[src/hw/rtl/tli_pkg.sv]
// ---------------------------------------------------------------------------
// tli_pkg
// shared types and constants of the table interpolator
// ---------------------------------------------------------------------------
package tli_pkg;

  localparam int unsigned MaxRowsDefault = 256;
  localparam int unsigned DataW = 32;
  localparam int unsigned CountW = 9;
  localparam int unsigned IdxW = 8;
  localparam int unsigned FracW = 16;

  typedef enum logic [3:0] {
    ST_IDLE,
    ST_MREAD,
    ST_MSCAN,
    ST_VREAD,
    ST_VSCAN,
    ST_DIV,
    ST_MUL,
    ST_DONE,
    ST_OUT
  } state_t;

  // which lookup is being worked
  typedef enum logic [1:0] {
    LK_LMOI,
    LK_RMOI,
    LK_CG,
    LK_CP
  } lookup_t;

  typedef struct packed {
    logic start;
    logic [DataW:0] num;
    logic [DataW:0] den;
  } div_req_t;

  typedef struct packed {
    logic busy;
    logic done;
    logic [FracW-1:0] quo;
  } div_rsp_t;

endpackage

[src/hw/rtl/tli_divider.sv]
// ---------------------------------------------------------------------------
// tli_divider
// restoring divider, one quotient bit per cycle, fraction (num<<16)/den
// ---------------------------------------------------------------------------
module tli_divider (
  input  logic             clk,
  input  logic             rst_n,
  input  tli_pkg::div_req_t req,
  output tli_pkg::div_rsp_t rsp
);

  localparam int unsigned W = tli_pkg::DataW + 1;
  localparam int unsigned FW = tli_pkg::FracW;
  localparam int unsigned CntW = $clog2(FW + 1);

  logic [W:0]          rem_r, rem_nxt;
  logic [W-1:0]        den_r, den_nxt;
  logic [FW-1:0]       quo_r, quo_nxt;
  logic [CntW-1:0]     cnt_r, cnt_nxt;
  logic                busy_r, busy_nxt;
  logic                done_r, done_nxt;
  logic [W:0]          shifted;

  // num < den always, so remainder stays below den
  always_comb begin
    rem_nxt = rem_r;
    den_nxt = den_r;
    quo_nxt = quo_r;
    cnt_nxt = cnt_r;
    busy_nxt = busy_r;
    done_nxt = 1'b0;
    shifted = {rem_r[W-1:0], 1'b0};
    if (req.start) begin
      rem_nxt = {1'b0, req.num};
      den_nxt = req.den;
      cnt_nxt = CntW'(FW);
      busy_nxt = 1'b1;
    end else if (busy_r) begin
      if (shifted >= {1'b0, den_r}) begin
        rem_nxt = shifted - {1'b0, den_r};
        quo_nxt = {quo_r[FW-2:0], 1'b1};
      end else begin
        rem_nxt = shifted;
        quo_nxt = {quo_r[FW-2:0], 1'b0};
      end
      cnt_nxt = cnt_r - 1'b1;
      if (cnt_r == CntW'(1)) begin
        busy_nxt = 1'b0;
        done_nxt = 1'b1;
      end
    end
  end

  always_ff @(posedge clk) begin
    if (!rst_n) begin
      busy_r <= 1'b0;
      done_r <= 1'b0;
      cnt_r <= '0;
    end else begin
      busy_r <= busy_nxt;
      done_r <= done_nxt;
      cnt_r <= cnt_nxt;
    end
    rem_r <= rem_nxt;
    den_r <= den_nxt;
    quo_r <= quo_nxt;
  end

  assign rsp.busy = busy_r;
  assign rsp.done = done_r;
  assign rsp.quo = quo_r;

endmodule

[config.mk]
export PLATFORM = sky130hd
export DESIGN_NAME = tli_divider
export DESIGN_NICKNAME = d
export VERILOG_FILES = /design/src/hw/rtl/tli_pkg.sv /design/src/hw/rtl/tli_divider.sv
export SDC_FILE = /design/constraint.sdc
export NUM_CORES = 1
export LEC_CHECK = 0
export BUFFER_PORTS_ARGS = -buffer_cell sky130_fd_sc_hd__buf_2
export CAP_MARGIN = 0
export CORE_UTILIZATION = 50
export CTS_BUF_LIST = sky130_fd_sc_hd__clkbuf_8
export CTS_CLUSTER_SIZE = 16
export DETAILED_ROUTE_END_ITERATION = 10
export HOLD_SLACK_MARGIN = 0.03
export PLACE_DENSITY = 0.72
export SYNTH_ARGS = -nofsm -noshare
export SYNTH_HDL_FRONTEND = slang
export SYNTH_SLANG_ARGS = --single-unit
[constraint.sdc]
create_clock -name clk -period 5 [get_ports clk]
set_input_delay 0.25 -clock clk [delete_from_list [all_inputs] [get_ports clk]]
set_output_delay 0.25 -clock clk [all_outputs]
set_load 0.02 [all_outputs]
**Yosys cells after proc, flatten, opt, wreduce, memory -nomap -nowiden**

Index checks and enable logic that the tools add are counted.

- Register bits: 89
- Input bits: 69
- Output and inout port bits: 18
- Word-level logic and storage cells: 28

- $add $sub $neg: 2
- $lt $le $gt $ge: 1
- Equal/unequal tests: 1
- Multiplexer cells: 10
- Bitwise logic cells: 3
- Reductions and logical operators: 4

Operators with widths:

| cell | number |
|---|---|
| $mux 33 | 3 |
| $ge 34x33->1 | 1 |
| $sub 33x33->33 | 1 |
| $mux 5 | 2 |
| $eq 5x1->1 const B | 1 |
| $mux 1 | 5 |
| $sub 5x1->5 const B | 1 |
| $not 1->1 | 3 |
| $reduce_or 3->1 | 1 |
| $reduce_and 2->1 | 1 |
| $reduce_bool 2->1 | 1 |
| $reduce_or 2->1 | 1 |

**Logic depth before layout (Yosys ltp)**

Gate-level depths: netlist (run 1).

- Depth in word-level cells: 4
- Depth in mapped cells: 14
- Mapped depth without buffers: 12

**Worst setup path after synthesis (run 1)**

Ideal clock, no wire load.

- Path kind: reg-to-reg
- Start: register rem_r[1]
- End: register rem_r[10], data pin
- Library setup time: 0.260 ns
- Arrival time: 2.892 ns
- Required time: 4.740 ns
- Setup slack: 1.849 ns
- Cell stages (with the launch flop): 12
- Path buffers: 1
- Period minus slack after synthesis: 3.151 ns
- Cells stage by stage: edfxtp_1 -> ha_1 -> nor2b_4 -> o31a_1 -> a2111o_1 -> a31o_1 -> a31o_4 -> nand2_8 -> inv_6 -> buf_8 -> mux2_4 -> mux2_2

- Longest elaborated chain between the ends: 4
- Elaborated cells between the ends (all ways): 5
- Classes of those cells: 1 x add/sub; 1 x order compare; 3 x mux

Ends and longest elaborated chain:

| item | line | text |
|---|---|---|
| start: declaration | tli_divider.sv:16 | `logic [W:0] rem_r, rem_nxt;` |
| start signal: assignment | tli_divider.sv:64 | `rem_r <= rem_nxt;` |
| $sub 33x33->33 or $ge 34x33->1 (tied branches) | tli_divider.sv:40, tli_divider.sv:39 |  |
| $mux 33 (*) | tli_divider.sv:39 | `if (shifted >= {1'b0, den_r}) begin` |
| $mux 33 (*) | tli_divider.sv:38 | `end else if (busy_r) begin` |
| $mux 33 (*) | tli_divider.sv:33 | `if (req.start) begin` |
| net rem_nxt[10] | tli_divider.sv:16 |  |

The timed path passes the listed nets; every way through them passes the cells marked *. The select of a mux whose other input is x is not followed.
A chain may end at the register's enable or synchronous reset.

**Worst setup path after layout (run 1)**

- Start: register rem_r[1]
- End: register rem_r[14], data pin

The elaborated chain is that of the path after synthesis.

==> metrics.yaml, run 1 <==
routedWlPerCell_um: 15.65
grt_overflow_total: 0
stdcell_area_um2: 6625
layout.nets: 735
swShare_pct: 38.58
ys.flop_type: "edfxtp_1"
synth_edf_count: 82
p_leak_uw: 0.002801
ys_ff_latch: 89
crit_path_start: "rem_r[1]"
cap_violations: 0
place_area_um2: 6128
place_hpwl_um: 8547
layoutNonFillerInstCount: 773
worst_skew_pair.late_latency_ps: 380
reg2reg_from: "rem_r[1]"
hold_start: "req[2]"
min_period_ps: 3393
cts_max_path_buffers: 2
synth_top_area_cell: "edfxtp_1"
die_y_um: 108.0
powerDensity_nw_per_um2: 517.2
ys_seq_area_share_pct: 46.31
die_w_um: 108.0
coreArea_um2: 10890
num_vias: 4331
clock_tree.root_cell: "clkbuf_8"
drc: 0
crit_fanout: 34
antenna_found_initial: 0
worstMarginPinSlew_ps: 860.6
drt_first_pass_iters: 4
antenna_cells: 0
syn_inst: 521
cp-start-kind: "flip-flop"
post-cts-setup-buffer-count: 0
cts_max_level: 3
setup_viol: 0
min_to: "den_r[2]"
combPwrFrac_pct: 54.3
async_reset_ff_share_pct: 0
irDropWorstVdd_mv: 0.2600
cp.required_ps: 5140
syn_to_final_growth_pct: 17.90
synth.distinct_cells: 64
grt_pass1_vias: 4291
crit_type: "flip-flop to flip-flop"
finalCritPeriodShare_pct: 67.86
syn_avg_cell_area_um2: 10.79
fmax_mhz: 294.7
syn-cell-area_um2: 5619
holdWs_ps: 50.78
path_clk_slew_ps: 80
regArea_um2: 2603
synth_fp_nets: 626
ys_top_cells_by_count: "edfxtp_1 (82), a21oi_1 (46), inv_1 (43)"
multi_input_area_um2: 2743
grt_max_degree: 53
drive_above_1_share_pct: 22.91
io_pins: 87
dp.cells: 727
wirelength_um: 12100
power_frac_clock_pct: 13.8
seq_power_share_pct: 31.9
crit_slowest_cell: "a2111o_1"
cpPeakStageDelay_ps: 450
synth.top_cells.by_area: "edfxtp_1 (44%), ha_1 (7.8%), mux2_2 (4.4%)"
yosysWarnings: 0
crit_arrival_ps: 3530
finalSetupTns_ps: 0
reg2reg_slack_ps: 1610
yosysMostFrequentCell: "edfxtp_1"
final_util_pct: 60.85
fillCellCount: 911
grt.total_usage_pct: 22.30
intPower_uw: 2104
cts_tree: "built"
cts_made_buffers: 9
report.final.slew_viol_count: 0
grt_pass1_wl_um: 19960
crit_chain: "ha_1 > nor2b_4 > o31a_1 > a2111o_1 > a31o_1 > a31o_4 > nand2_8 > inv_6 > mux2_4 > mux2_2"
worstReg2RegEnd: "rem_r[14]"
switchingPower_uw: 1322
initial_core_util_pct: 51.61
viasPerCell: 5.603
r2r_cells: 10
hold_viol: 0
finClkSkew_ps: 8.872
cts_num_sinks: 89
rows: 38
max_slew_margin_pct: 42.63
drt-initial-drc-count: 205
drtAntennaViolNets: 0
gp_congestion: 0.9048
hp-class: "input port to flip-flop"
cp-end-kind: "flip-flop"
place.port_buffers: 86
grt_setup_unrepaired: "false"
die_area_um2: 11670
synth_top_area_share_pct: 43.82
whs_path_depth: 1
status: "finished clean"
flip-flops by register name (all words and copies together), names as in the netlist:
name	count
den_r	33
rem_r	33
quo_r	16
cnt_r	5
done_r	1
busy_r	1
final cells by class:
type,count,share of cell area (%)
clock buffer,9,1.870
clock inverter,5,0.7554
inverter,44,2.568
multi-input combinational,367,41.40
sequential,89,39.28
tap,140,2.644
timing repair buffer,119,11.48
cell families after synthesis:
kind of cell | count (synthesis) | synth area share [%]
AOI/OAI and AO/OA | 134 | 15.52
xor gates and xnor gates | 26 | 4.052
adders and majority gates | 36 | 8.150
buffers and inverters | 65 | 4.921
DFF | 89 | 46.31
muxes | 37 | 8.239
and+or+nand+nor | 134 | 12.80
routing by layer:
layer / share of wire [%] / global-route usage [%] / vias up / routed length (µm)
met4: 1.3 / 8.121 / 0 / 161
met3: 4.7 / 4.641 / 12 / 574
met1: 46 / 28.59 / 2050 / 5580
met5: 0 / 0 / - / 0
li1: - / - / 2146 / -
met2: 48 / 37.12 / 123 / 5779
power groups by stage:
stage                     registers (µW)  logic [µW]  clock network (µW)
after global placement              1100        1770                   0
after floorplan                     1080        1490                   0
final                               1090        1860                 473
after detailed placement            1100        1810                   0
after CTS                           1090        1840                 487
after global routing                1110        2050                 514
how the worst max path moves through the flow:
stage / end / slack [ps]
6_report: rem_r[14] / 1610
5_1_grt: rem_r[4] / 1410
4_1_cts: rem_r[14] / 1610
3_5_place_dp: rem_r[14] / 1630
3_3_place_gp: rem_r[13] / 1710
2_1_floorplan: rem_r[10] / 1850
layout by cell type (no fill, tap or decap), drive strengths merged, types with 3 or more instances in the layout:
cell,instances
dfxtp,7
xor2,10
a21o,15
dlygate4sd3,32
a31oi,5
or3,6
nor4,5
a21oi,46
o21bai,4
nor2,25
and2,5
ha,35
buf,87
a221o,4
mux2,35
nor3,15
nand4,4
and3,5
nand2b,3
nand2,29
inv,45
nand4b,3
xnor2,16
nor2b,13
edfxtp,82
o211ai,3
o21a,5
or2,3
nand3,12
o21ai,25
a211oi,5
clkbuf,9
per-stage QoR:
step / power [µW] / worst slack [ps]
2_1_floorplan: 2572 / 1849
3_3_place_gp: 2875 / 1708
3_5_place_dp: 2914 / 1634
4_1_cts: 3422 / 1611
5_1_grt: 3676 / 1411
6_report: 3426 / 1607
critical path, delay by kind of cell (launching register included):
| kind | cells | cell delay [ps] |
|---|---|---|
| AOI/OAI and AO/OA | 4 | 1310 |
| muxes | 2 | 590 |
| DFF | 1 | 400 |
| adders and majority gates | 1 | 380 |
| and+or+nand+nor | 2 | 290 |
| buffers and inverters | 1 | 150 |
timing repair:
action | CTS | global route
resized for setup | 0 | 0
hold endpoints to repair | 31 | 1
hold buffers | 31 | 1
No activity file was read; power rests on OpenSTA's default activity.
==> inputs of run 2 (changes only) <==
- ABC_AREA: not set -> 1
- PLACE_DENSITY: 0.72 -> 0.73
- clock period: 5 -> 3 ns (I/O delays scaled with it)
==> run 2 against run 1 <==
  * Final cell count is 58% higher
  * Sequential share of layout area is 6.4 points lower
  * Hold slack worse by 6.7 ps
  * Utilization is 1.5 points higher
  * First-iteration DRC count is 77% higher
  * Global-route usage is 4.2 points higher
  * Worst setup slack worse by 1300 ps
  * Count of clock-buffer cells in the layout stayed put
  * Final area is 19% higher
  * Routed wire length is 39% higher
  * Largest power group unchanged
==> metrics.yaml, run 2 <==
status: "finished clean"  # unchanged
finalSetupTns_ps: 0  # unchanged
drtAntennaViolNets: 0  # unchanged
initial_core_util_pct: 51.57  # was 51.61%
power_frac_clock_pct: 19.7  # was 13.8%
setup_viol: 0  # unchanged
path_clk_slew_ps: 100  # was 80 ps
ys.flop_type: "edfxtp_1"  # unchanged
rows: 41  # was 38
cts_num_sinks: 89  # unchanged
async_reset_ff_share_pct: 0  # unchanged
intPower_uw: 2777  # was 2104 µW
grt_pass1_wl_um: 27180  # was 19960 µm
dp.cells: 1147  # was 727
switchingPower_uw: 1989  # was 1322 µW
dp_slack_ps: 328.7  # was 1634 ps
die_y_um: 116.3  # was 108.0 µm
wirelength_um: 16820  # was 12100 µm
largestRegisters: "den_r x33, rem_r x33, quo_r x16"  # unchanged
drt-initial-drc-count: 362  # was 205
grt.total_usage_pct: 26.51  # was 22.30%
io_pins: 87  # unchanged
finalCritPeriodShare_pct: 90.33  # was 67.86%
post-cts-setup-buffer-count: 0  # unchanged
drt_first_pass_iters: 5  # was 4
crit_fanout: 15  # was 34
crit_type: "flip-flop to flip-flop"  # unchanged
hold_viol: 0  # unchanged
ctsHoldBuffers: 57  # was 31
seq_power_share_pct: 34.1  # was 31.9%
p_leak_uw: 0.004163  # was 0.002801 µW
ys_seq_area_share_pct: 39.83  # was 46.31%
routedWlPerCell_um: 13.79  # was 15.65 µm
grt_pass1_vias: 5643  # was 4291
die_area_um2: 13530  # was 11670 µm²
combPwrFrac_pct: 46.2  # was 54.3%
crit_arrival_ps: 2850  # was 3530 ps
layout.nets: 1148  # was 735
layoutNonFillerInstCount: 1220  # was 773
report.final.slew_viol_count: 0  # unchanged
cpPeakStageDelay_ps: 400  # was 450 ps
worstMarginPinSlew_ps: 778.1  # was 860.6 ps
viasPerCell: 4.848  # was 5.603
place.port_buffers: 86  # unchanged
gp_congestion: 0.9472  # was 0.9048
synth_fp_nets: 1005  # was 626
crit_slowest_cell: "edfxtp_1"  # was a2111o_1
fmax_mhz: 369.0  # was 294.7 MHz
finClkSkew_ps: 21.54  # was 8.872 ps
final_util_pct: 62.37  # was 60.85%
irDropWorstVdd_mv: 0.4594  # was 0.2600 mV
crit_chain: "ha_1 > nand2_1 > nand2_1 > a21oi_1 > nand2_1 > nand2_1 > nand2_2 > nor2_8 > buf_4 > nand3b_1 > nand3_1 > nand2_1"  # was ha_1 > nor2b_4 > o31a_1 > a2111o_1 > a31o_1 > a31o_4 > nand2_8 > inv_6 > mux2_4 > mux2_2
cts_max_level: 3  # unchanged
grt_overflow_total: 0  # unchanged
num_vias: 5914  # was 4331
hp-class: "input port to flip-flop"  # unchanged
cts_tree: "built"  # unchanged
drive_above_1_share_pct: 14.12  # was 22.91%
syn_inst: 900  # was 521
timing.final.ws_setup_ps: 290.2  # was 1607 ps
synth_top_area_cell: "edfxtp_1"  # unchanged
critPathMostFrequentCell: "nand2_1"
syn-cell-area_um2: 6534  # was 5619 µm²
yosysMostFrequentCell: "nand2_1"  # was edfxtp_1
cp-start-kind: "flip-flop"  # unchanged
cts_made_buffers: 9  # unchanged
mostFrequentLayoutCell: "nand2_1"  # was buf_2
clock_tree.root_cell: "clkbuf_8"  # unchanged
cp_num_buf_inv: 1  # unchanged
cts_max_path_buffers: 2  # unchanged
cts.repair.resized: 0  # unchanged
grt_max_degree: 70  # was 53
drc: 0  # unchanged
synth.top_cells.by_area: "edfxtp_1 (38%), nand2_1 (19%), inv_1 (9.3%)"  # was edfxtp_1 (44%), ha_1 (7.8%), mux2_2 (4.4%)
powerDensity_nw_per_um2: 603.0  # was 517.2 nW/µm²
cap_violations: 0  # unchanged
cp-end-kind: "flip-flop"  # unchanged
syn_avg_cell_area_um2: 7.260  # was 10.79 µm²
antenna_found_initial: 0  # unchanged
synth_edf_count: 82  # unchanged
ys_top_cells_by_count: "nand2_1 (339), inv_1 (162), edfxtp_1 (82)"  # was edfxtp_1 (82), a21oi_1 (46), inv_1 (43)
crit_family: "simple AND/OR/NAND/NOR gates"  # was compound AO/OA/AOI/OAI gates
antenna_cells: 0  # unchanged
synth_top_area_share_pct: 37.69  # was 43.82%
cp.required_ps: 3140  # was 5140 ps
holdWs_ps: 44.07  # was 50.78 ps
max_slew_margin_pct: 48.13  # was 42.63%
yosysWarnings: 0  # unchanged
syn_to_final_growth_pct: 20.95  # was 17.90%
swShare_pct: 41.74  # was 38.58%
min_period_ps: 2710  # was 3393 ps
grt_setup_unrepaired: "false"  # unchanged
worst_skew_pair.late_latency_ps: 400  # was 380 ps
coreArea_um2: 12670  # was 10890 µm²
ys_ff_latch: 89  # unchanged
place_hpwl_um: 12330  # was 8547 µm
synth.distinct_cells: 37  # was 64
die_w_um: 116.3  # was 108.0 µm
final_cell_mix: "nand2_1 (339), inv_1 (162), buf_2 (86)"  # was buf_2 (85), edfxtp_1 (82), a21oi_1 (46)
-- run 2: changes by cell type in the layout (fill, tap and decap cells not counted), moves of 12 or more --
cell,before,now
mux2_2,22,0
nor2_1,24,45
a21oi_1,46,20
nand3b_1,0,26
o21ai_0,24,2
inv_1,44,162
mux2_4,13,0
dlygate4sd3_1,32,57
nand2_2,0,14
nor2b_1,12,0
nand2_1,28,339
a21o_1,15,0
nand3_1,12,72
-- run 2: kinds of logic after synthesis --
logic type,synth area share (%)
and+or+nand+nor,36.27
AOI/OAI and AO/OA,2.700
xor gates and xnor gates,2.145
buffers and inverters,12.05
adders and majority gates,7.009
DFF,39.83
-- run 2: metal layers --
metal	global-route usage, %	up-vias	share of wire [%]
li1	-	3086	-
met1	34.87	2639	47
met2	43.12	159	44
met3	5.397	30	5.7
met4	9.915	0	2.7
met5	0	-	0
-- run 2: area by class of cell --
class / count / area, µm²
clock buffer: 9 / 123.9
clock inverter: 7 / 95.09
fill: 1185 / 4768
inverter: 178 / 668.1
multi-input combinational: 615 / 3144
sequential: 89 / 2603
tap: 172 / 215.2
timing repair buffer: 150 / 1054
-- run 2: final timing paths --
kind / depth (start not counted) / startpoint / endpoint / slack [ps]
worst min register to register: 0 / quo_r[14] / quo_r[15] / 460
worst max register to register: 12 / rem_r[22] / rem_r[12] / 290
worst max-delay path: 12 / rem_r[22] / rem_r[12] / 290
worst min-delay path: 3 / req[58] / rem_r[25] / 40
-- run 2: tightest hold or removal path, delay by kind of cell --
family | cells | cell delay, ps
buffers and inverters | 1 | 80
AND/OR/NAND/NOR | 2 | 100
-- run 2: metrics by stage --
step	total power, µW	area (µm²)
finish	4765	7903
global route	5128	7903
CTS	4763	7903
detailed placement	3765	7113
global placement	3740	7113
floorplan	3263	6534
-- run 2: power by group through the flow --
stage          logic [µW]  clock network, µW  registers, µW
2_1_floorplan        1620                  0           1640
3_3_place_gp         2100                  0           1640
3_5_place_dp         2110                  0           1650
4_1_cts              2180                958           1630
5_1_grt              2490                998           1640
6_report             2200                939           1630
==> inputs of run 3 (changes only) <==
- ABC_AREA: 1 -> 0
- PLACE_DENSITY: 0.73 -> not set
- PLACE_DENSITY_LB_ADDON: not set -> 0.12
==> run 3 against run 2 <==
  * The flow now finishes with violations (negative setup slack)
  * Largest power group unchanged
  * Largest cell class unchanged
  * Critical path type unchanged
  * Sequential power increased by 13%
  * Total power increased by 36%
  * Routed wire length decreased by 22%
  * Final area decreased by 8.0%
  * Clock skew decreased by 5.8 ps
  * Register-to-register slack got worse by 360 ps
  * Critical path depth decreased by 1
  * Sequential share of layout area increased by 2.8 points
  * Count of clock-buffer cells in the layout unchanged
  * Hold slack improved by 16 ps
  * Combinational power increased by 76%
  * Flip-flop and latch count unchanged
==> metrics.yaml, run 3 (same netlist as run 1, synthesis figures left out) <==
layoutNonFillerInstCount: 834  # was 1220
place.port_buffers: 86  # unchanged
coreArea_um2: 10890  # was 12670 µm²
die_area_um2: 11670  # was 13530 µm²
layout.nets: 795  # was 1148
status: "complete, but fails checks"  # was finished clean
cp-end-kind: "flip-flop"  # unchanged
crit_family: "compound AO/OA/AOI/OAI gates"  # was simple AND/OR/NAND/NOR gates
die_y_um: 108.0  # was 116.3 µm
hold_viol: 0  # unchanged
cpPeakStageDelay_ps: 450  # was 400 ps
cts_num_sinks: 89  # unchanged
crit_arrival_ps: 3220  # was 2850 ps
crit_type: "flip-flop to flip-flop"  # unchanged
path_clk_slew_ps: 100  # about the same
die_w_um: 108.0  # was 116.3 µm
grt_setup_unrepaired: "true"  # was false
worstMarginPinSlew_ps: 932.3  # was 778.1 ps
powerDensity_nw_per_um2: 890.2  # was 603.0 nW/µm²
holdWs_ps: 60.46  # was 44.07 ps
fmax_mhz: 326.2  # was 369.0 MHz
grt_pass1_wl_um: 21250  # was 27180 µm
routedWlPerCell_um: 15.77  # was 13.79 µm
gp_congestion: 0.8733  # was 0.9472
wirelength_um: 13150  # was 16820 µm
num_vias: 4550  # was 5914
report.final.slew_viol_count: 0  # unchanged
finalCritPeriodShare_pct: 102.2  # was 90.33%
cts_max_path_buffers: 2  # unchanged
cts_max_level: 3  # unchanged
cap_violations: 0  # unchanged
antenna_cells: 0  # unchanged
dp.cells: 785  # was 1147
drc: 0  # unchanged
clock_tree.root_cell: "clkbuf_8"  # unchanged
max_slew_margin_pct: 37.85  # was 48.13%
rows: 38  # was 41
viasPerCell: 5.456  # was 4.848
timing.final.ws_setup_ps: -65.58  # was 290.2 ps
finClkSkew_ps: 15.78  # was 21.54 ps
initial_core_util_pct: 51.61  # was 51.57%
irDropWorstVdd_mv: 0.5961  # was 0.4594 mV
p_leak_uw: 0.003103  # was 0.004163 µW
grt.total_usage_pct: 23.63  # was 26.51%
antenna_found_initial: 0  # unchanged
hp-class: "input port to flip-flop"  # unchanged
worst_skew_pair.late_latency_ps: 390  # was 400 ps
fillCellCount: 884  # was 1185
grt_pass1_vias: 4511  # was 5643
cts_made_buffers: 9  # unchanged
cp.required_ps: 3150  # was 3140 ps
drt_first_pass_iters: 4  # was 5
drt-initial-drc-count: 214  # was 362
final_cell_mix: "buf_2 (85), edfxtp_1 (82), buf_4 (58)"  # was nand2_1 (339), inv_1 (162), buf_2 (86)
crit_slowest_cell: "edfxtp_1"  # unchanged
cp-start-kind: "flip-flop"  # unchanged
min_period_ps: 3066  # was 2710 ps
syn_to_final_growth_pct: 29.44  # was 20.95%
grt_max_degree: 58  # was 70
mostFrequentLayoutCell: "buf_2"  # was nand2_1
drive_above_1_share_pct: 33.29  # was 14.12%
io_pins: 87  # unchanged
dp_slack_ps: -145.5  # was 328.7 ps
cp_num_buf_inv: 2  # was 1
place_hpwl_um: 9334  # was 12330 µm
violations: "negative setup slack"
setup_viol: 17  # was 0
cts_tree: "built"  # unchanged
drtAntennaViolNets: 0  # unchanged
largestRegisters: "den_r x33, rem_r x33, quo_r x16"  # unchanged
grt_overflow_total: 0  # unchanged
crit_chain: "ha_4 > buf_6 > nor2b_4 > o31a_1 > a2111o_1 > a31o_1 > a31o_4 > nand2_8 > inv_12 > mux2_4 > mux2_2"  # was ha_1 > nand2_1 > nand2_1 > a21oi_1 > nand2_1 > nand2_1 > nand2_2 > nor2_8 > buf_4 > nand3b_1 > nand3_1 > nand2_1
crit_fanout: 24  # was 15
run 3: cell count changes in the layout (fill, tap and decap cells not counted), sizes merged, moves of 29 or more:
cell	delta
nand2	-326
mux2	+35
buf	+52
nand3	-61
inv	-130
nor2	-29
run 3: repair_timing:
item | in CTS | in global routing
hold endpoints to repair | 35 | 0
pin swaps | 1 | 5
hold buffers | 34 | 0
resized for setup | 8 | 33
setup endpoints to repair | 21 | 26
gates cloned | 0 | 0
setup buffers | 0 | 1
run 3: final cells by class:
| type | instances | area, µm² | area share, % |
|---|---|---|---|
| flip-flops and latches | 89 | 2603 | 35.78 |
| clock inverters | 6 | 43.79 | 0.6021 |
| well taps | 140 | 175.2 | 2.408 |
| multi-input cells | 367 | 2923 | 40.19 |
| clock buffers | 9 | 123.9 | 1.703 |
| inverters | 44 | 177.7 | 2.443 |
| repair buffers | 179 | 1227 | 16.88 |
run 3: final timing paths:
path                            startpoint         to  cells after the start  slack (ps)
worst min register to register    quo_r[9]  quo_r[10]                      0         450
worst max register to register    rem_r[1]  rem_r[14]                     11         -70
worst min-delay path               req[42]   rem_r[9]                      2          60
worst max-delay path              rem_r[1]  rem_r[14]                     11         -70
run 3: through the flow:
stage	util (%)	TNS, ps	total power [µW]	instance area (µm²)
global placement	60.40	-910.9	5348	6576
finish	66.80	-755.5	6474	7273
CTS	65.30	-942.5	6265	7109
detailed placement	60.40	-2194	5397	6576
floorplan	-	-152.2	4294	5632
global route	66.80	-2596	6927	7273
run 3: worst register-to-register path: stages (launching register included):
cell	delay, ps
edfxtp_1	450
ha_4	250
buf_6	120
nor2b_4	110
o31a_1	260
a2111o_1	400
a31o_1	230
a31o_4	260
nand2_8	90
inv_12	80
mux2_4	310
mux2_2	270
run 3: where the power goes:
part | switching [µW] | internal, µW | leakage (µW)
registers | 157 | 1680 | 0.000858
clock network | 458 | 299 | 0.0000758
logic | 1890 | 1990 | 0.00217
total | 2500 | 3970 | 0.00310
run 3: metal layers:
metal	track usage (%)	vias to the layer above	part of all wire, %	wire (µm)
met2	38.76	90	47	6140
met4	7.828	0	1.7	228
met5	0	-	0	0
met1	30.94	2166	47	6234
met3	5.184	18	4.2	550
li1	-	2276	-	-
